**config.mk**
```make
export PLATFORM = sky130hd
export DESIGN_NAME = rbst_recip
export DESIGN_NICKNAME = d
export VERILOG_FILES = /design/src/hw/rtl/rbst_pkg.sv /design/src/hw/rtl/rbst_recip.sv
export SDC_FILE = /design/constraint.sdc
export NUM_CORES = 1
export LEC_CHECK = 0
export BUFFER_PORTS_ARGS = -buffer_cell sky130_fd_sc_hd__buf_4
export CAP_MARGIN = 20
export CORE_MARGIN = 4
export CORE_UTILIZATION = 50
export DETAILED_ROUTE_END_ITERATION = 10
export GPL_ROUTABILITY_DRIVEN = 0
export PLACE_DENSITY = 0.75
export SYNTH_ARGS = -nofsm -noshare
export SYNTH_HDL_FRONTEND = slang
export SYNTH_SLANG_ARGS = --single-unit
```
**constraint.sdc**
```tcl
create_clock -name clk -period 10 [get_ports clk]
set_clock_uncertainty 0.2 [all_clocks]
set_input_delay 1 -clock clk [delete_from_list [all_inputs] [get_ports clk]]
set_output_delay 1 -clock clk [all_outputs]
set_load 0.05 [all_outputs]
```
**src/hw/rtl/rbst_pkg.sv**
```systemverilog
// ----------------------------------------------------------------------------
// rbst_pkg
// Shared constants for the ray and box slab test.
// ----------------------------------------------------------------------------
package rbst_pkg;
  localparam int unsigned COORD_WIDTH_DEF = 16;
  localparam int unsigned FRAC_BITS_DEF = 8;
endpackage

```
**src/hw/rtl/rbst_recip.sv**
```systemverilog
// ----------------------------------------------------------------------------
// rbst_recip
// Pipelined restoring divider that forms a saturated fixed-point reciprocal.
// ----------------------------------------------------------------------------
module rbst_recip import rbst_pkg::*; #(
  parameter int unsigned COORD_WIDTH = COORD_WIDTH_DEF,
  parameter int unsigned FRAC_BITS = FRAC_BITS_DEF,
  parameter int unsigned TAG_WIDTH = 1
) (
  input  logic                          clk,
  input  logic signed [COORD_WIDTH-1:0] dir,
  input  logic        [TAG_WIDTH-1:0]   tag_in,
  output logic signed [COORD_WIDTH-1:0] recip,
  output logic        [TAG_WIDTH-1:0]   tag_out
);
  // The quotient 2^(2F)/|d| has at most 2F+1 bits; one bit is found per stage.
  localparam int unsigned QW = 2 * FRAC_BITS + 1;
  localparam int unsigned MW = COORD_WIDTH;
  localparam logic [MW-1:0] FIX_MAX = {1'b0, {(MW-1){1'b1}}};
  localparam logic [MW-1:0] FIX_MIN = {1'b1, {(MW-1){1'b0}}};

  logic [MW-1:0]        mag [QW+1];
  logic [MW:0]          rem [QW+1];
  logic [QW-1:0]        quo [QW+1];
  logic                 neg [QW+1];
  logic                 zer [QW+1];
  logic [TAG_WIDTH-1:0] tag [QW+1];

  always_comb begin
    mag[0] = dir[MW-1] ? MW'(-dir) : dir;
    rem[0] = '0;
    quo[0] = '0;
    neg[0] = dir[MW-1];
    zer[0] = (dir == '0);
    tag[0] = tag_in;
  end

  for (genvar s = 0; s < QW; s++) begin : g_stage
    logic [MW+1:0] shifted;
    logic [MW+1:0] trial;
    assign shifted = {rem[s], (s == 0) ? 1'b1 : 1'b0};
    assign trial = shifted - {2'b00, mag[s]};
    always_ff @(posedge clk) begin
      mag[s+1] <= mag[s];
      neg[s+1] <= neg[s];
      zer[s+1] <= zer[s];
      tag[s+1] <= tag[s];
      if (!trial[MW+1]) begin
        rem[s+1] <= trial[MW:0];
        quo[s+1] <= {quo[s][QW-2:0], 1'b1};
      end else begin
        rem[s+1] <= shifted[MW:0];
        quo[s+1] <= {quo[s][QW-2:0], 1'b0};
      end
    end
  end

  logic [QW:0] qx;
  logic [QW:0] qmax;
  assign qx = {1'b0, quo[QW]};
  assign qmax = (QW+1)'(FIX_MAX);

  always_ff @(posedge clk) begin
    tag_out <= tag[QW];
    if (zer[QW]) begin
      recip <= FIX_MAX;
    end else if (!neg[QW]) begin
      recip <= (qx > qmax) ? FIX_MAX : MW'(qx);
    end else begin
      recip <= (qx > qmax + 1'b1) ? FIX_MIN : MW'(-qx);
    end
  end
endmodule

```
* Word level (Yosys, flattened, before mapping)
Index checks and enable logic that the tools add are counted.
** Cells by class
- Add/subtract/negate cells :: 19
- Magnitude comparators :: 2
- Reduce and logical (&&, ||, !) cells :: 1
- Muxes and demuxes :: 36
** Operators with widths (count)
- 18-bit by 16-bit subtractor with 18-bit output :: 16
- 17-bit 2-to-1 mux :: 15
- 16-bit 2-to-1 mux :: 4
- 16-bit negator :: 2
- 17-bit by 15-bit greater-than comparator with 1-bit output, second input constant :: 1
- 17-bit by 16-bit greater-than comparator with 1-bit output, second input constant :: 1
- 1-bit 2-to-1 mux :: 17
- 1-bit by 16-bit subtractor with 17-bit output, first input constant :: 1
- 16-bit logical NOT :: 1
** Storage, ports and cells
- Output and inout bits :: 17
- Flip-flop bits (word level) :: 749
- Input bits :: 18

* Longest topological paths before layout
- Depth in word-level cells :: 4
- Depth in mapped cells :: 11
- Mapped depth without buffers :: 10

* Least setup slack after synthesis
Ideal clock, no wire load.
- Kind :: input-to-reg
- Start point :: in dir[5]
- End point :: reg rem (netlist bit g_stage[1].shifted[3])
- Slack :: 6567 ps
- Setup time :: 59 ps
- Required time :: 9741 ps
- Cell stages on the path :: 9
- Arrival :: 3174 ps
- Cells stage by stage :: or3_4 or4_4 or3_4 o31ai_1 xnor2_1 nor4_1 and4b_1 buf_6 and2_1
** RTL lines
- from (decl) :: RTL line rbst_recip.sv:11 : input logic signed [COORD_WIDTH-1:0] dir,
- to (signal, indexed assignment) :: RTL line rbst_recip.sv:49 : rem[s+1] <= trial[MW:0];
- to (signal, indexed assignment) :: RTL line rbst_recip.sv:52 : rem[s+1] <= shifted[MW:0];
- to (decl) :: RTL line rbst_recip.sv:23 : logic [MW:0] rem [QW+1];

* Worst setup path after layout
- Start point :: reg mag[49] in the netlist's numbering
- End point :: reg rem (netlist bit g_stage[15].shifted[13])
** Between the ends
- Longest elaborated chain between the ends :: 2
** RTL lines
- from (decl) :: RTL line rbst_recip.sv:22 : logic [MW-1:0] mag [QW+1];
- from (signal, indexed assignment) :: RTL line rbst_recip.sv:44 : mag[s+1] <= mag[s];
- 18-bit by 16-bit subtractor with 18-bit output :: RTL line rbst_recip.sv:42 : assign trial = shifted - {2'b00, mag[s]};
- 17-bit 2-to-1 mux :: RTL line rbst_recip.sv:48 : if (!trial[MW+1]) begin
No other way between the ends.
A chain may end at the register's enable or synchronous reset.

==> results.yml <==
setup_path:
  crit_family: "compound AO/OA/AOI/OAI gates"
  cpPeakStageDelay_ps: 840
  crit_fanout: 19
  cp_common_cell: "o21ai_0"
  critPathCapture: "g_stage[15].shifted[13]"
  cp.required_ps: 10290
  worstSetupEndpointType: "flop"
  r2r-end: "g_stage[15].shifted[13]"
  rr_startpoint: "mag[49]"
  crit_cells: 9
  start_kind: "flop"
  crit_buf_inv: 1
  critPathKind: "reg -> reg"
  worstPathCellList: "inv_1 -> ha_1 -> nor2b_1 -> o31a_1 -> o21ai_0 -> o21ai_0 -> a31oi_1 -> xnor2_2 -> mux2_2"
  critPathLaunch: "mag[49]"
  slowest_stage: "xnor2_2"
  worst-endpoint-arrival_ps: 4040
  reg2reg_slack_ps: 6250
  reg2regPathDepth: 9
clock_network:
  cts_root_buffer: "clkbuf_16"
  clk_latency_ps: 610
  cts_tree: "yes"
  cts_hold_buf: 0
  clkSinkCount: 749
  path_clk_slew_ps: 60
  post-cts-setup-buffers: 0
  cts_buffers: 72
  clockBufferDepth: 3
  cts_resized: 0
  htreeDepth: 3
sta:
  period_minus_slack_ps: 3750
  worstMarginPinSlew_ps: 1040
  max_freq_mhz: 267
  fin_crit_sh_pct: 37.5
  grt_setup_unrepaired: "false"
  slew_violations: 0
  setup_tns_ps: 0
  hold_viol_final: 0
  slew_headroom_pct: 30.1
  finalSetupViolations: 0
worst_hold_path:
  hold_depth: 0
  hold_class: "reg -> reg"
floorplanning:
  die_w_um: 257
  die_h_um: 257
  rows: 90
  io_pins: 35
  core_um2: 60800
  start_util_pct: 50.9
  die-area_um2: 65900
cells_and_area:
  drive_gt1_share_pct: 12.5
  area_growth_pct: 12.1
  final_cell_mix: "dfxtp_1, inv_1, ha_1"
  antenna_cells: 0
  fin_util_pct: 57.1
  fillCellCount: 5143
  mostFrequentLayoutCell: "dfxtp_1"
  fin_nets: 3388
drt:
  wl_met3_mm: 1.90
  dr.pass1.iters: 6
  topRoutingLayerUsed: "met5"
  ant_nets: 0
  wl_mm: 55.4
  vias_per_cell: 5.21
  wl_per_cell_um: 14.0
  drt_iter0_drc: 1120
  met2_length_mm: 25.9
  drc: 0
  dr_total_vias: 20600
  wl_met1_mm: 26.1
global_routing:
  antenna_found_initial: 1
  grt_pass1_wl_mm: 95.5
  grt_pass1_vias: 20400
  gr-total-overflow: 0
  grt_usage_pct: 16.9
  grt_max_degree: 26
synthesis:
  synth_cells: 3014
  synth_seq_area_share_pct: 48.5
  synth_top_area_share_pct: 48.5
  yosysUniqueCellTypes: 72
  syn_area_per_cell_um2: 10.3
  synth_edf_count: 0
  synth_ff_type: "dfxtp_1"
  yosysWarnings: 0
  syn_area_um2: 30900
  synth_area_leaders: "dfxtp_1, ha_1, mux2_2"
  synthArstFlopShare_pct: 0
  synth-seq-cells: 749
  synth_top_area_cell: "dfxtp_1"
pwr:
  p_per_area_nw_per_um2: 383
  ir_worst_vdd_uv: 161
  p_leak_nw: 15.3
outcome:
  outcome: "finished clean"
placed_design:
  dp_hpwl_mm: 40.2
  port_buffers: 34
run:
  maxCapViolations: 0
registers in the layout (all words and copies together), names as in the netlist:
| name | cells |
|---|---|
| g_stage.shifted | 272 |
| mag | 256 |
| neg | 17 |
| quo | 153 |
| recip | 16 |
| tag | 17 |
| tag_out | 1 |
| zer | 17 |
routing by layer:
metal  up-vias  GRT usage (%)
met5         -              0
met4         2           5.65
met3       119           3.21
met2       310           28.8
met1      9506           21.7
li1      10700              -
power by group:
| group | switching, mW | internal, mW |
|---|---|---|
| Combinational | 2.95 | 3.03 |
| Clock | 1.15 | 1.62 |
| Sequential | 0.523 | 4.00 |
cells by family after synthesis:
family,Yosys count,synth area share [%]
compound gates,613,12.8
xor+xnor,204,5.78
fa+ha+maj,259,10.8
buf+inv,339,4.19
flops,749,48.5
mux,200,7.22
other cells,1,0.0121
simple gates,649,10.7
synthesized netlist by cell type, drive strengths merged, types with 28 or more instances:
library cell	n
nor3	53
o31ai	29
nand2	126
inv	310
a211oi	29
ha	244
o21a	50
a31oi	39
and2	30
nand3	42
xor2	34
dfxtp	749
a21o	37
o21ai	137
xnor2	170
nor2b	70
mux2	185
nor2	168
a21oi	162
or3	28
metrics by stage:
step                cell area, µm²  power [mW]  cells  hold slack, ps  worst slack (ps)
floorplan                    31000        9.28   3021             110              6570
global placement             32200        10.3   3817             110              6160
detailed placement           32200        10.4   3817             112              6030
CTS                          34700        13.3   3947             121              6120
global route                 34700        14.3   3949             125              5990
finish                       34700        13.3   3949             120              6250
layout make-up:
cell class              instances  area, µm²  area share [%]
clock buffers                  97       2020            5.81
clock inverters                33        457            1.32
inverters                     310       1160            3.35
multi-input cells            1933      14700            42.5
flip-flops and latches        749      15000            43.2
well taps                     782        978            2.82
repair buffers                 45        353            1.02
worst min path at each step:
stage,startpoint,endpoint
3_5_place_dp,tag[14],tag[13]
4_1_cts,quo[74],quo[58]
3_3_place_gp,quo[143],quo[127]
6_report,quo[69],quo[53]
5_1_grt,zer[4],zer[3]
2_1_floorplan,neg[1],neg[0]
(Power assumes the default switching activity.)
